===== config.mk =====
export PLATFORM = sky130hd
export DESIGN_NAME = fit_policy_hole_allocator
export DESIGN_NICKNAME = d
export VERILOG_FILES = /design/src/design/fph_pkg.sv /design/src/design/fph_scan.sv /design/src/design/fit_policy_hole_allocator.sv
export SDC_FILE = /design/constraint.sdc
export NUM_CORES = 1
export LEC_CHECK = 0
export BUFFER_PORTS_ARGS = -buffer_cell sky130_fd_sc_hd__buf_2
export CORE_MARGIN = 1.5
export CORE_UTILIZATION = 45
export DETAILED_ROUTE_END_ITERATION = 8
export GPL_TIMING_DRIVEN = 0
export SETUP_SLACK_MARGIN = 0.3
export SLEW_MARGIN = 20
export SYNTH_ARGS = -nofsm -noshare
export SYNTH_HDL_FRONTEND = slang
export SYNTH_SLANG_ARGS = --single-unit

===== constraint.sdc =====
create_clock -name clk_i -period 12.8 [get_ports clk_i]
set_clock_uncertainty 0.15 [all_clocks]
set_input_delay 1.28 -clock clk_i [delete_from_list [all_inputs] [get_ports clk_i]]
set_output_delay 1.28 -clock clk_i [all_outputs]
set_load 0.03 [all_outputs]

===== src/design/fph_pkg.sv =====
// Shared types, constants and helpers for the fit-policy hole allocator.
// Standalone package; used by every module of the block.
package fph_pkg;

  // Table geometry
  localparam int MAX_HOLES = 16;
  localparam int SIZE_BITS = 16;

  // Port field widths
  localparam int CMD_W   = 1;
  localparam int HIDX_W  = 4;
  localparam int AMT_W   = 16;
  localparam int STAT_W  = 2;
  localparam int REM_W   = 16;
  localparam int FRAG_W  = 20;
  localparam int CFG_IDX_W  = 2;
  localparam int CFG_DATA_W = 5;

  // Derived widths
  localparam int IDX_W = (MAX_HOLES > 1) ? $clog2(MAX_HOLES) : 1;
  localparam int CNT_W = $clog2(MAX_HOLES + 1);
  localparam int SUM_W = SIZE_BITS + IDX_W;
  localparam int CMP_W = (SIZE_BITS > AMT_W) ? SIZE_BITS : AMT_W;

  localparam logic [FRAG_W-1:0] FRAG_MAX = {FRAG_W{1'b1}};
  localparam int USED_RST = (MAX_HOLES < 16) ? MAX_HOLES : 16;

  // Command codes
  localparam logic [CMD_W-1:0] CMD_LOAD = 1'b0;
  localparam logic [CMD_W-1:0] CMD_REQ  = 1'b1;

  // Configuration register indexes
  localparam logic [CFG_IDX_W-1:0] REG_POLICY     = 2'd0;
  localparam logic [CFG_IDX_W-1:0] REG_HOLE_COUNT = 2'd1;

  // Placement rules; the unused code behaves as first fit
  localparam logic [1:0] POL_FIRST = 2'd0;
  localparam logic [1:0] POL_BEST  = 2'd1;
  localparam logic [1:0] POL_WORST = 2'd2;

  typedef enum logic [STAT_W-1:0] {
    STAT_LOADED  = 2'd0,
    STAT_GRANTED = 2'd1,
    STAT_NO_FIT  = 2'd2,
    STAT_REFUSED = 2'd3
  } status_e;

  typedef enum logic [1:0] {
    ST_IDLE,
    ST_SCAN,
    ST_FINISH
  } state_e;

  // One beat from the table read port into the scan unit
  typedef struct packed {
    logic                 start;
    logic                 vld;
    logic [IDX_W-1:0]     idx;
    logic [SIZE_BITS-1:0] size;
  } scan_beat_t;

  // Running pick of the scan unit
  typedef struct packed {
    logic                 found;
    logic [IDX_W-1:0]     pick;
    logic [SIZE_BITS-1:0] best;
    logic [SUM_W-1:0]     sum;
  } scan_res_t;

  // Saturate the hole total to the fragmentation field
  function automatic logic [FRAG_W-1:0] frag_sat(logic [SUM_W-1:0] s);
    logic [SUM_W+FRAG_W-1:0] wide;
    wide = (SUM_W + FRAG_W)'(s);
    if (wide > (SUM_W + FRAG_W)'(FRAG_MAX)) begin
      return FRAG_MAX;
    end
    return wide[FRAG_W-1:0];
  endfunction

endpackage


===== src/design/fph_scan.sv =====
// Shared compare and accumulate unit: folds one hole per beat into a running pick.
// Depends on fph_pkg.
module fph_scan (
  input  logic                       clk_i,
  input  logic                       rst_ni,
  input  fph_pkg::scan_beat_t        beat_i,
  input  logic [1:0]                 policy_i,
  input  logic [fph_pkg::AMT_W-1:0]  req_i,
  output fph_pkg::scan_res_t         res_o
);

  logic                         found_q, found_d;
  logic [fph_pkg::IDX_W-1:0]     pick_q, pick_d;
  logic [fph_pkg::SIZE_BITS-1:0] best_q, best_d;
  logic [fph_pkg::SUM_W-1:0]     sum_q, sum_d;
  logic [fph_pkg::CMP_W-1:0]     size_ext, req_ext;
  logic                         ge_req, take;

  always_comb begin
    size_ext = fph_pkg::CMP_W'(beat_i.size);
    req_ext  = fph_pkg::CMP_W'(req_i);
    ge_req   = size_ext >= req_ext;
    case (policy_i)
      fph_pkg::POL_BEST:  take = ge_req && (!found_q || beat_i.size < best_q);
      fph_pkg::POL_WORST: take = !found_q || beat_i.size >= best_q;
      default:            take = ge_req && !found_q;
    endcase

    found_d = found_q;
    pick_d  = pick_q;
    best_d  = best_q;
    sum_d   = sum_q;
    if (beat_i.start) begin
      found_d = 1'b0;
      sum_d   = '0;
    end else if (beat_i.vld) begin
      sum_d = sum_q + fph_pkg::SUM_W'(beat_i.size);
      if (take) begin
        found_d = 1'b1;
        pick_d  = beat_i.idx;
        best_d  = beat_i.size;
      end
    end
  end

  always_ff @(posedge clk_i or negedge rst_ni) begin
    if (!rst_ni) begin
      found_q <= 1'b0;
    end else begin
      found_q <= found_d;
    end
  end

  always_ff @(posedge clk_i) begin
    pick_q <= pick_d;
    best_q <= best_d;
    sum_q  <= sum_d;
  end

  assign res_o = '{found: found_q, pick: pick_q, best: best_q, sum: sum_q};

endmodule


===== src/design/fit_policy_hole_allocator.sv =====
// A load or a refused request gives its result beat in the cycle after acceptance.
// A granted or failed request first scans the hole table, then gives its verdict:
// the hole table has one read port, so the scan unit sees one hole per cycle.
// No item is taken while a request scans; loads go back to back unless results stall.
// Reset: asynchronous, active low; clears the stop flag, policy (first fit) and
// hole count (16). The hole table itself is not cleared.
module fit_policy_hole_allocator (
  input  logic                            clk_i,
  input  logic                            rst_ni,
  // Item channel
  input  logic                            in_valid_i,
  output logic                            in_ready_o,
  input  logic [fph_pkg::CMD_W-1:0]       command_i,
  input  logic [fph_pkg::HIDX_W-1:0]      hole_index_i,
  input  logic [fph_pkg::AMT_W-1:0]       amount_i,
  // Result channel
  output logic                            out_valid_o,
  input  logic                            out_ready_i,
  output logic [fph_pkg::STAT_W-1:0]      status_o,
  output logic [fph_pkg::HIDX_W-1:0]      chosen_hole_o,
  output logic [fph_pkg::REM_W-1:0]       remaining_size_o,
  output logic [fph_pkg::FRAG_W-1:0]      fragmentation_o,
  // Configuration write channel
  input  logic                            cfg_valid_i,
  output logic                            cfg_ready_o,
  input  logic [fph_pkg::CFG_IDX_W-1:0]   cfg_index_i,
  input  logic [fph_pkg::CFG_DATA_W-1:0]  cfg_wdata_i
);

  // Sequencer state
  fph_pkg::state_e state_q, state_d;
  logic [fph_pkg::CNT_W-1:0] rd_cnt_q, rd_cnt_d;
  logic stopped_q, stopped_d;

  // Configuration
  logic [1:0]                policy_q;
  logic [fph_pkg::CNT_W-1:0] used_q;

  // Request size, held for the whole scan
  logic [fph_pkg::AMT_W-1:0] req_q;

  // Hole table: one write port, one registered read port
  logic [fph_pkg::SIZE_BITS-1:0] hole_mem_q [fph_pkg::MAX_HOLES];
  logic                          mem_we;
  logic [fph_pkg::IDX_W-1:0]     mem_waddr;
  logic [fph_pkg::SIZE_BITS-1:0] mem_wdata;
  logic                          rd_en;
  logic                          rd_vld_q;
  logic [fph_pkg::IDX_W-1:0]     rd_idx_q;
  logic [fph_pkg::SIZE_BITS-1:0] rd_data_q;

  // Output register
  logic                           out_valid_q, out_valid_d;
  fph_pkg::status_e               status_q, status_d;
  logic [fph_pkg::HIDX_W-1:0]     hole_q, hole_d;
  logic [fph_pkg::REM_W-1:0]      rem_q, rem_d;
  logic [fph_pkg::FRAG_W-1:0]     frag_q, frag_d;

  fph_pkg::scan_beat_t beat;
  fph_pkg::scan_res_t  res;
  logic                scan_start;
  logic                out_free;
  logic                in_fire;
  logic                load_ok;
  logic                fits;
  logic [fph_pkg::SIZE_BITS-1:0] shrunk;

  assign out_free    = !out_valid_q || out_ready_i;
  assign in_ready_o  = (state_q == fph_pkg::ST_IDLE) && out_free;
  assign in_fire     = in_valid_i && in_ready_o;
  assign cfg_ready_o = 1'b1;

  // A load beyond the table is dropped but still answered
  assign load_ok = int'(hole_index_i) < fph_pkg::MAX_HOLES;

  // The pick must cover the request; worst fit may settle on a hole too small
  assign fits = res.found &&
                (fph_pkg::CMP_W'(res.best) >= fph_pkg::CMP_W'(req_q));
  assign shrunk = fph_pkg::SIZE_BITS'(fph_pkg::CMP_W'(res.best) -
                                      fph_pkg::CMP_W'(req_q));

  always_comb begin
    state_d     = state_q;
    rd_cnt_d    = rd_cnt_q;
    stopped_d   = stopped_q;
    out_valid_d = out_valid_q && !out_ready_i;
    status_d    = status_q;
    hole_d      = hole_q;
    rem_d       = rem_q;
    frag_d      = frag_q;
    mem_we      = 1'b0;
    mem_waddr   = '0;
    mem_wdata   = '0;
    rd_en       = 1'b0;
    scan_start  = 1'b0;

    unique case (state_q)
      fph_pkg::ST_IDLE: begin
        if (in_fire) begin
          if (command_i == fph_pkg::CMD_LOAD) begin
            // Write the hole, echo it back, and release a stopped block
            stopped_d   = 1'b0;
            out_valid_d = 1'b1;
            status_d    = fph_pkg::STAT_LOADED;
            hole_d      = hole_index_i;
            frag_d      = '0;
            if (load_ok) begin
              mem_we    = 1'b1;
              mem_waddr = fph_pkg::IDX_W'(hole_index_i);
              mem_wdata = fph_pkg::SIZE_BITS'(amount_i);
              rem_d     = fph_pkg::REM_W'(fph_pkg::SIZE_BITS'(amount_i));
            end else begin
              rem_d     = '0;
            end
          end else if (stopped_q) begin
            // Refuse without touching the table
            out_valid_d = 1'b1;
            status_d    = fph_pkg::STAT_REFUSED;
            hole_d      = '0;
            rem_d       = '0;
            frag_d      = '0;
          end else begin
            scan_start = 1'b1;
            rd_cnt_d   = '0;
            state_d    = fph_pkg::ST_SCAN;
          end
        end
      end

      fph_pkg::ST_SCAN: begin
        // Issue one read per cycle, then drain the last beat into the scan unit
        if (rd_cnt_q != used_q) begin
          rd_en    = 1'b1;
          rd_cnt_d = rd_cnt_q + fph_pkg::CNT_W'(1);
        end else if (!rd_vld_q) begin
          state_d = fph_pkg::ST_FINISH;
        end
      end

      fph_pkg::ST_FINISH: begin
        // Hold the verdict until the output register is free
        if (out_free) begin
          out_valid_d = 1'b1;
          state_d     = fph_pkg::ST_IDLE;
          if (fits) begin
            mem_we    = 1'b1;
            mem_waddr = res.pick;
            mem_wdata = shrunk;
            status_d  = fph_pkg::STAT_GRANTED;
            hole_d    = fph_pkg::HIDX_W'(res.pick);
            rem_d     = fph_pkg::REM_W'(shrunk);
            frag_d    = '0;
          end else begin
            stopped_d = 1'b1;
            status_d  = fph_pkg::STAT_NO_FIT;
            hole_d    = '0;
            rem_d     = '0;
            frag_d    = fph_pkg::frag_sat(res.sum);
          end
        end
      end

      default: state_d = fph_pkg::ST_IDLE;
    endcase
  end

  // Control registers
  always_ff @(posedge clk_i or negedge rst_ni) begin
    if (!rst_ni) begin
      state_q     <= fph_pkg::ST_IDLE;
      rd_cnt_q    <= '0;
      stopped_q   <= 1'b0;
      out_valid_q <= 1'b0;
      rd_vld_q    <= 1'b0;
    end else begin
      state_q     <= state_d;
      rd_cnt_q    <= rd_cnt_d;
      stopped_q   <= stopped_d;
      out_valid_q <= out_valid_d;
      rd_vld_q    <= rd_en;
    end
  end

  // Configuration registers; hole count saturates at the table depth
  always_ff @(posedge clk_i or negedge rst_ni) begin
    if (!rst_ni) begin
      policy_q <= fph_pkg::POL_FIRST;
      used_q   <= fph_pkg::CNT_W'(fph_pkg::USED_RST);
    end else if (cfg_valid_i && cfg_ready_o) begin
      unique case (cfg_index_i)
        fph_pkg::REG_POLICY: policy_q <= cfg_wdata_i[1:0];
        fph_pkg::REG_HOLE_COUNT: begin
          if (int'(cfg_wdata_i) > fph_pkg::MAX_HOLES) begin
            used_q <= fph_pkg::CNT_W'(fph_pkg::MAX_HOLES);
          end else begin
            used_q <= fph_pkg::CNT_W'(cfg_wdata_i);
          end
        end
        default: ;
      endcase
    end
  end

  // Payload registers
  always_ff @(posedge clk_i) begin
    if (in_fire) begin
      req_q <= amount_i;
    end
    status_q <= status_d;
    hole_q   <= hole_d;
    rem_q    <= rem_d;
    frag_q   <= frag_d;
  end

  // Hole table
  always_ff @(posedge clk_i) begin
    if (mem_we) begin
      hole_mem_q[mem_waddr] <= mem_wdata;
    end
    if (rd_en) begin
      rd_data_q <= hole_mem_q[rd_cnt_q[fph_pkg::IDX_W-1:0]];
      rd_idx_q  <= rd_cnt_q[fph_pkg::IDX_W-1:0];
    end
  end

  assign beat = '{start: scan_start, vld: rd_vld_q, idx: rd_idx_q, size: rd_data_q};

  fph_scan u_scan (
    .clk_i    (clk_i),
    .rst_ni   (rst_ni),
    .beat_i   (beat),
    .policy_i (policy_q),
    .req_i    (req_q),
    .res_o    (res)
  );

  assign out_valid_o      = out_valid_q;
  assign status_o         = status_q;
  assign chosen_hole_o    = hole_q;
  assign remaining_size_o = rem_q;
  assign fragmentation_o  = frag_q;

endmodule


==> flow_metrics.tcl, run 1 <==
set metrics [dict create \
    die_area_um2 39200 \
    clock_latency_ps 560 \
    ys_types 65 \
    report.power.total_mw 4.35 \
    overflow 0 \
    dieWidth_um 198 \
    holdCritPathClass "register to register" \
    path_max_fanout 10 \
    p_leak_nw 7.16 \
    fillers 3034 \
    crit_required_ps 12900 \
    portBuffers 76 \
    synth-seq-cells 392 \
    stdcell_area_um2 19900 \
    synthToLayoutAreaGrowth_pct 16.1 \
    multi_input_area_um2 5450 \
    place_congestion 0.859 \
    avgViaCountPerCell 5.57 \
    slew_violations 0 \
    dr.pass1.iters 4 \
    dp_hpwl_mm 28.2 \
    synthTopCellsByCount "edfxtp_1 (354), mux4_2 (80), nor2_1 (67)" \
    crit_type "register to register" \
    post-route-min-period_ps 4410 \
    numCtsBuffers 43 \
    ant_nets 0 \
    hold_buffers 0 \
    post_cts_resized 0 \
    avgRoutedWirePerCell_um 23.3 \
    rows 71 \
    ir_worst_vdd_v 0.000106 \
    setup.worst_path.end_class "register" \
    yosys.area.top_type "edfxtp_1" \
    htree_levels 2 \
    cts.clk_slew.worst_paths_ps 60 \
    power_density_nw_per_um2 219 \
    vias 9650 \
    io_pins 78 \
    yosysWarnings 0 \
    cts_tree "built" \
    p_sw_mw 1.40 \
    holdWs_ps 271 \
    max-slew-margin-rel_pct 28.6 \
    cp-start-kind "register" \
    grt_pass1_wl_mm 60.2 \
    grt_max_degree 22 \
    totalWireLength_mm 40.4 \
    synth.most_common_cell "edfxtp_1" \
    arrival_ps 4510 \
    clockPowerShare_pct 28.4 \
    n_antenna_cell 0 \
    track_usage_pct 21.3 \
    synth-main-ff-cell "edfxtp_1" \
    postCtsSetupBuffers 0 \
    placed_area_um2 18400 \
    final_hold_viol_count 0 \
    die_h_um 198 \
    combPwrFrac_pct 33.6 \
    synth_edf_count 354 \
    antenna_found_initial 1 \
    fmax_mhz 227 \
    synth.top_cell.area_share_pct 62.1 \
    async_flop_share_pct 4.59 \
    cts_sinks 392 \
    nNetsFinal 1289 \
    drive_above_1_share_pct 22.9 \
    setup_tns_ps 0 \
    grt_pass1_vias 9685 \
    cts_root_buffer "clkbuf_16" \
    maxCapViolations 0 \
    sequentialPowerShare_pct 38.0 \
    drt_iter0_drc 803 \
    synthesis.area_um2 17100 \
    drc 0 \
    min_period_over_period_pct 34.4 \
    setup_viol 0 \
    tightest_slew_ps 1070 \
    core_area_um2 37600 \
    clockBufferDepth 3 \
    syn-num-nets 1155 \
    p_int_mw 2.95 \
    ff_latch_area_um2 11500 \
    initial_core_util_pct 45.6 \
    synthCells 1055 \
    rsz0062_at_grt "false" \
    swShare_pct 32.3 \
    synth_seq_area_share_pct 67.1 \
    status "finished, final reports clean" \
    synth.area.top_cells "edfxtp_1 (62%), mux4_2 (11%), ha_1 (4.8%)" \
    syn_avg_cell_area_um2 16.2 \
]
## metrics by stage
stage	cells	util, %	setup slack [ps]
floorplan	1055	-	7660
global placement	1642	48.3	5870
detailed placement	1655	49.0	8380
CTS	1732	52.8	8390
global route	1732	52.9	8220
finish	1732	52.9	8390
## metal layers
metal,track usage (%),up-vias,wire length [µm]
met5,0,-,0
met4,5.82,0,920
met3,3.34,63,2120
met2,36.3,270,20300
met1,28.4,4901,17000
li1,-,4416,-
## flip-flops by register name (all words and copies together) (netlist names), 2 cells and up
name / flops
used_q: 5
u_scan.pick_q: 4
policy_q: 2
fragmentation_o: 20
rd_idx_q: 4
u_scan.sum_q: 20
rd_cnt_q: 5
state_q: 2
status_o: 2
rd_data_q: 16
u_scan.best_q: 16
chosen_hole_o: 4
remaining_size_o: 16
hole_mem_q: 256
req_q: 16
## worst max-delay path, cell delays in order, from the launching register on
cell and delay (ps):
edfxtp_1 420, ha_1 240, inv_1 70, fa_1 210, a21o_1 190, a21oi_1 110
o2bb2ai_1 200, a311o_1 460, nand2_1 110, nand2_1 330, o21ai_0 710, nor2b_2 670
buf_8 230
## final timing paths
check | end | cells past startpoint | slack (ps) | from
min reg2reg | u_scan.pick_q[1] | 0 | 270 | rd_idx_q[1]
max in group asynchronous | used_q[4] | 1 | 11650 | rst_ni
min | u_scan.pick_q[1] | 0 | 270 | rd_idx_q[1]
min in group asynchronous | stopped_q | 1 | 510 | rst_ni
max reg2reg | hole_mem_q[3][15] | 12 | 8390 | req_q[0]
max | hole_mem_q[3][15] | 12 | 8390 | req_q[0]
## logic make-up (layout without fill, tap and decap cells)
kind of cell | after synthesis | after routing | share of synthesized area [%]
DFF | 392 | 392 | 67.1
other | 1 | 1 | 0.0219
adders and majority gates | 67 | 67 | 4.98
xor gates and xnor gates | 30 | 30 | 1.53
buffers and inverters | 85 | 251 | 1.93
muxes | 95 | 95 | 11.4
and+or+nand+nor | 217 | 217 | 6.20
AOI/OAI and AO/OA | 168 | 168 | 6.83
## cells in the final DEF, fill, tap and decap left out, types with 5 or more instances in the layout
| master | instances |
|---|---|
| nor3_1 | 11 |
| nand2_1 | 41 |
| o21a_1 | 5 |
| a211oi_1 | 7 |
| o22ai_2 | 5 |
| or3_1 | 6 |
| dfxtp_1 | 20 |
| nand2b_1 | 22 |
| nor2_1 | 55 |
| clkbuf_8 | 5 |
| dfrtp_1 | 17 |
| clkinv_2 | 5 |
| inv_1 | 48 |
| mux4_2 | 80 |
| ha_1 | 65 |
| nand3_1 | 14 |
| clkinv_1 | 7 |
| a21o_1 | 18 |
| nand4_1 | 9 |
| clkbuf_1 | 36 |
| mux2i_1 | 11 |
| nor2_4 | 8 |
| a21oi_1 | 29 |
| o22ai_1 | 5 |
| xor2_1 | 17 |
| buf_2 | 82 |
| o21ai_0 | 35 |
| clkbuf_16 | 45 |
| a22o_1 | 18 |
| nor2b_1 | 8 |
| and2_1 | 18 |
| buf_4 | 6 |
| edfxtp_1 | 354 |
| a31oi_1 | 9 |
| xnor2_1 | 13 |
## cell type report
type / instances / area share, %
clock buffer: 59 / 6.18
clock inverter: 18 / 0.989
multi-input combinational: 578 / 27.4
inverter: 48 / 0.907
timing repair buffer: 89 / 2.71
buffer: 37 / 0.762
sequential: 392 / 57.8
tap: 511 / 3.22
## power groups by stage
| stage | registers, mW | logic (mW) | clock network, mW |
|---|---|---|---|
| global route | 1.67 | 1.62 | 1.31 |
| global placement | 1.68 | 1.42 | 0 |
| CTS | 1.65 | 1.47 | 1.26 |
| detailed placement | 1.68 | 1.46 | 0 |
| finish | 1.65 | 1.46 | 1.24 |
| floorplan | 1.63 | 1.10 | 0 |
No activity file was read; power rests on OpenSTA's default activity.
==> run 2, diff against run 1 <==
Settings changed: ABC_AREA set to 1.
Clock period 12.8 ns to 4.05 ns, I/O delays scaled along.
==> flow_metrics.tcl, run 2 <==
set metrics [dict create \
    final_cell_mix "edfxtp_1 (354), nor2_1 (225), nand2_1 (194)" \
    fillers 3502 \
    yosysWarnings 0 \
    setup_viol 0 \
    ys_types 54 \
    maxCapViolations 0 \
    max_stage_delay_ps 520 \
    totalWireLength_mm 48.8 \
    cp-start-kind "register" \
    crit_required_ps 4160 \
    status "finished, final reports clean" \
    rsz0062_at_grt "false" \
    postCtsSetupBuffers 0 \
    hp-start "cfg_valid_i" \
    grt_pass1_vias 12500 \
    antenna_found_initial 0 \
    yosys.area.top_type "edfxtp_1" \
    core_area_um2 39600 \
    syn-num-nets 1719 \
    synthesis.area_um2 18000 \
    rr_startpoint "u_scan.best_q[0]" \
    hold-path-endpoint "policy_q[1]" \
    dieWidth_um 203 \
    ff_latch_area_um2 11500 \
    max-slew-margin-rel_pct 28.6 \
    avgRoutedWirePerCell_um 20.9 \
    grt_max_degree 24 \
    clock_latency_ps 550 \
    synth.top_cell.area_share_pct 59.0 \
    slew_violations 0 \
    report.power.total_mw 16.3 \
    dr.pass1.iters 7 \
    r2r_setup_slack_ps 610 \
    track_usage_pct 24.0 \
    avgViaCountPerCell 5.45 \
    htree_levels 2 \
    setup_ws_ps 613 \
    crit_family "simple AND/OR/NAND/NOR gates" \
    crit_type "register to register" \
    synth_edf_count 354 \
    final_hold_viol_count 0 \
    post-route-util_pct 52.8 \
    rows 73 \
    arrival_ps 3550 \
    portBuffers 76 \
    die_area_um2 41300 \
    place_ws_ps 537 \
    stdcell_count 2337 \
    overflow 0 \
    initial_core_util_pct 45.5 \
    r2r_end "hole_mem_q[4][15]" \
    crit_chain "inv_1 > ha_1 > inv_1 > fa_1 > nand2_1 > nand2_1 > nand3_2 > nand3_2 > nand2_2 > nand2_4 > nand4_4 > nor2_1 > nor2_1 > nand2_2 > nor2_2 > buf_6" \
    combPwrFrac_pct 42.1 \
    dp_cells 2241 \
    setup.worst_path.end_class "register" \
    fmax_mhz 291 \
    post-route-min-period_ps 3440 \
    ir_worst_vdd_v 0.000384 \
    synthToLayoutAreaGrowth_pct 16.1 \
    final_common_cell "edfxtp_1" \
    drive_above_1_share_pct 14.9 \
    io_pins 78 \
    die_h_um 203 \
    min_period_over_period_pct 84.9 \
    synth.area.top_cells "edfxtp_1 (59%), nor2_1 (5.0%), ha_1 (4.5%)" \
    power_density_nw_per_um2 781 \
    tightest_slew_ps 1070 \
    drc 0 \
    p_int_mw 9.51 \
    sequentialPowerShare_pct 36.2 \
    cts.clk_slew.worst_paths_ps 60 \
    synth-main-ff-cell "edfxtp_1" \
    syn_avg_cell_area_um2 11.1 \
    cts_root_buffer "clkbuf_16" \
    cts_sinks 392 \
    worst-path-buf-inv 3 \
    async_flop_share_pct 4.59 \
    regMostFlops "hole_mem_q" \
    reg2reg_depth 16 \
    holdCritPathClass "input pin to register" \
    synth-seq-cells 392 \
    dp_hpwl_mm 35.4 \
    swShare_pct 41.8 \
    vias 12700 \
    clockPowerShare_pct 21.7 \
    multi_input_area_um2 5810 \
    grt_pass1_wl_mm 73.8 \
    drt_iter0_drc 1101 \
    numCtsBuffers 43 \
    p_leak_nw 8.06 \
    nNetsFinal 1885 \
    clockBufferDepth 3 \
    p_sw_mw 6.83 \
    cts_tree "built" \
    synthTopCellsByCount "edfxtp_1 (354), nor2_1 (241), nand2_1 (194)" \
    path_max_fanout 9 \
    synthCells 1619 \
    place_congestion 0.894 \
    synth.most_common_cell "edfxtp_1" \
    largest_register_ffs 256 \
    holdWs_ps 32.3 \
    synth_seq_area_share_pct 63.7 \
    ant_nets 0 \
    holdPathStages 3 \
    cp_slowest_cell "nor2_2" \
]
## run 2: changes by cell type after synthesis, sizes merged, moves of 65 or more
| cell | change |
|---|---|
| nand3 | +65 |
| mux4 | -80 |
| nand2 | +170 |
| nor2 | +180 |
| o21ai | +148 |
| inv | +92 |
## run 2: area by class of cell
type / instances / share of cell area (%)
repair buffers: 121 / 4.33
multi-input cells: 1022 / 27.7
clock inverters: 20 / 0.717
diodes: 1 / 0.0120
well taps: 525 / 3.14
flip-flops and latches: 392 / 54.9
plain buffers: 62 / 1.37
clock buffers: 51 / 5.28
inverters: 143 / 2.56
## run 2: cells by family (layout without fill, tap and decap cells)
| group | after synthesis | in the layout | share of synthesized area (%) |
|---|---|---|---|
| and+or+nand+nor | 570 | 570 | 13.9 |
| muxes | 1 | 1 | 0.0625 |
| buffers and inverters | 205 | 397 | 4.57 |
| DFF | 392 | 392 | 63.7 |
| adders and majority gates | 67 | 67 | 4.73 |
| other | 1 | 2 | 0.0208 |
| xor gates and xnor gates | 18 | 18 | 0.875 |
| AOI/OAI and AO/OA | 365 | 365 | 12.2 |
## run 2: timing repair
action                                  4_1_cts  5_1_grt
endpoints found under the setup margin        0        1
endpoints found under the hold margin        40        0
gates resized for setup                       0        1
hold buffers                                 24        0
## run 2: per-layer routing
| layer | up-vias | global-route usage (%) | part of all wire [%] |
|---|---|---|---|
| li1 | 6095 | - | - |
| met2 | 425 | 39.3 | 47 |
| met5 | - | 0 | 0 |
| met1 | 6137 | 32.1 | 43 |
| met4 | 0 | 8.89 | 3.3 |
| met3 | 86 | 4.20 | 7.0 |
## run 2: worst max-delay path by stage
stage                     startpoint              endpoint  slack, ps  cells past startpoint
finish              u_scan.best_q[0]     hole_mem_q[4][15]        610                     16
global route        u_scan.best_q[0]     hole_mem_q[4][15]        360                     16
CTS                 u_scan.best_q[0]     hole_mem_q[8][13]        540                     16
detailed placement  u_scan.best_q[0]      hole_mem_q[8][3]        540                     16
global placement         out_ready_i  remaining_size_o[12]       -820                      7
floorplan                out_valid_o      chosen_hole_o[0]        320                      7
## run 2: worst min-delay path: cells and delay by family
kind	cells	cell delay [ps]
AND/OR/NAND/NOR	1	100
buffers and inverters	1	100
AO/OA/AOI/OAI	1	70
## run 2: per-stage QoR
stage / instance area [µm²] / TNS (ps)
after floorplan: 18000 / 0
after global placement: 19100 / -40690
after detailed placement: 19400 / 0
after CTS: 20900 / 0
after global routing: 20900 / 0
final: 20900 / 0
## run 2: power groups by stage
stage	clock (mW)	sequential (mW)	combinational (mW)
3_5_place_dp	0	6.00	6.81
3_3_place_gp	0	6.02	6.61
6_report	3.55	5.92	6.88
5_1_grt	3.76	5.98	7.61
2_1_floorplan	0	6.25	4.19
4_1_cts	3.60	5.92	6.86
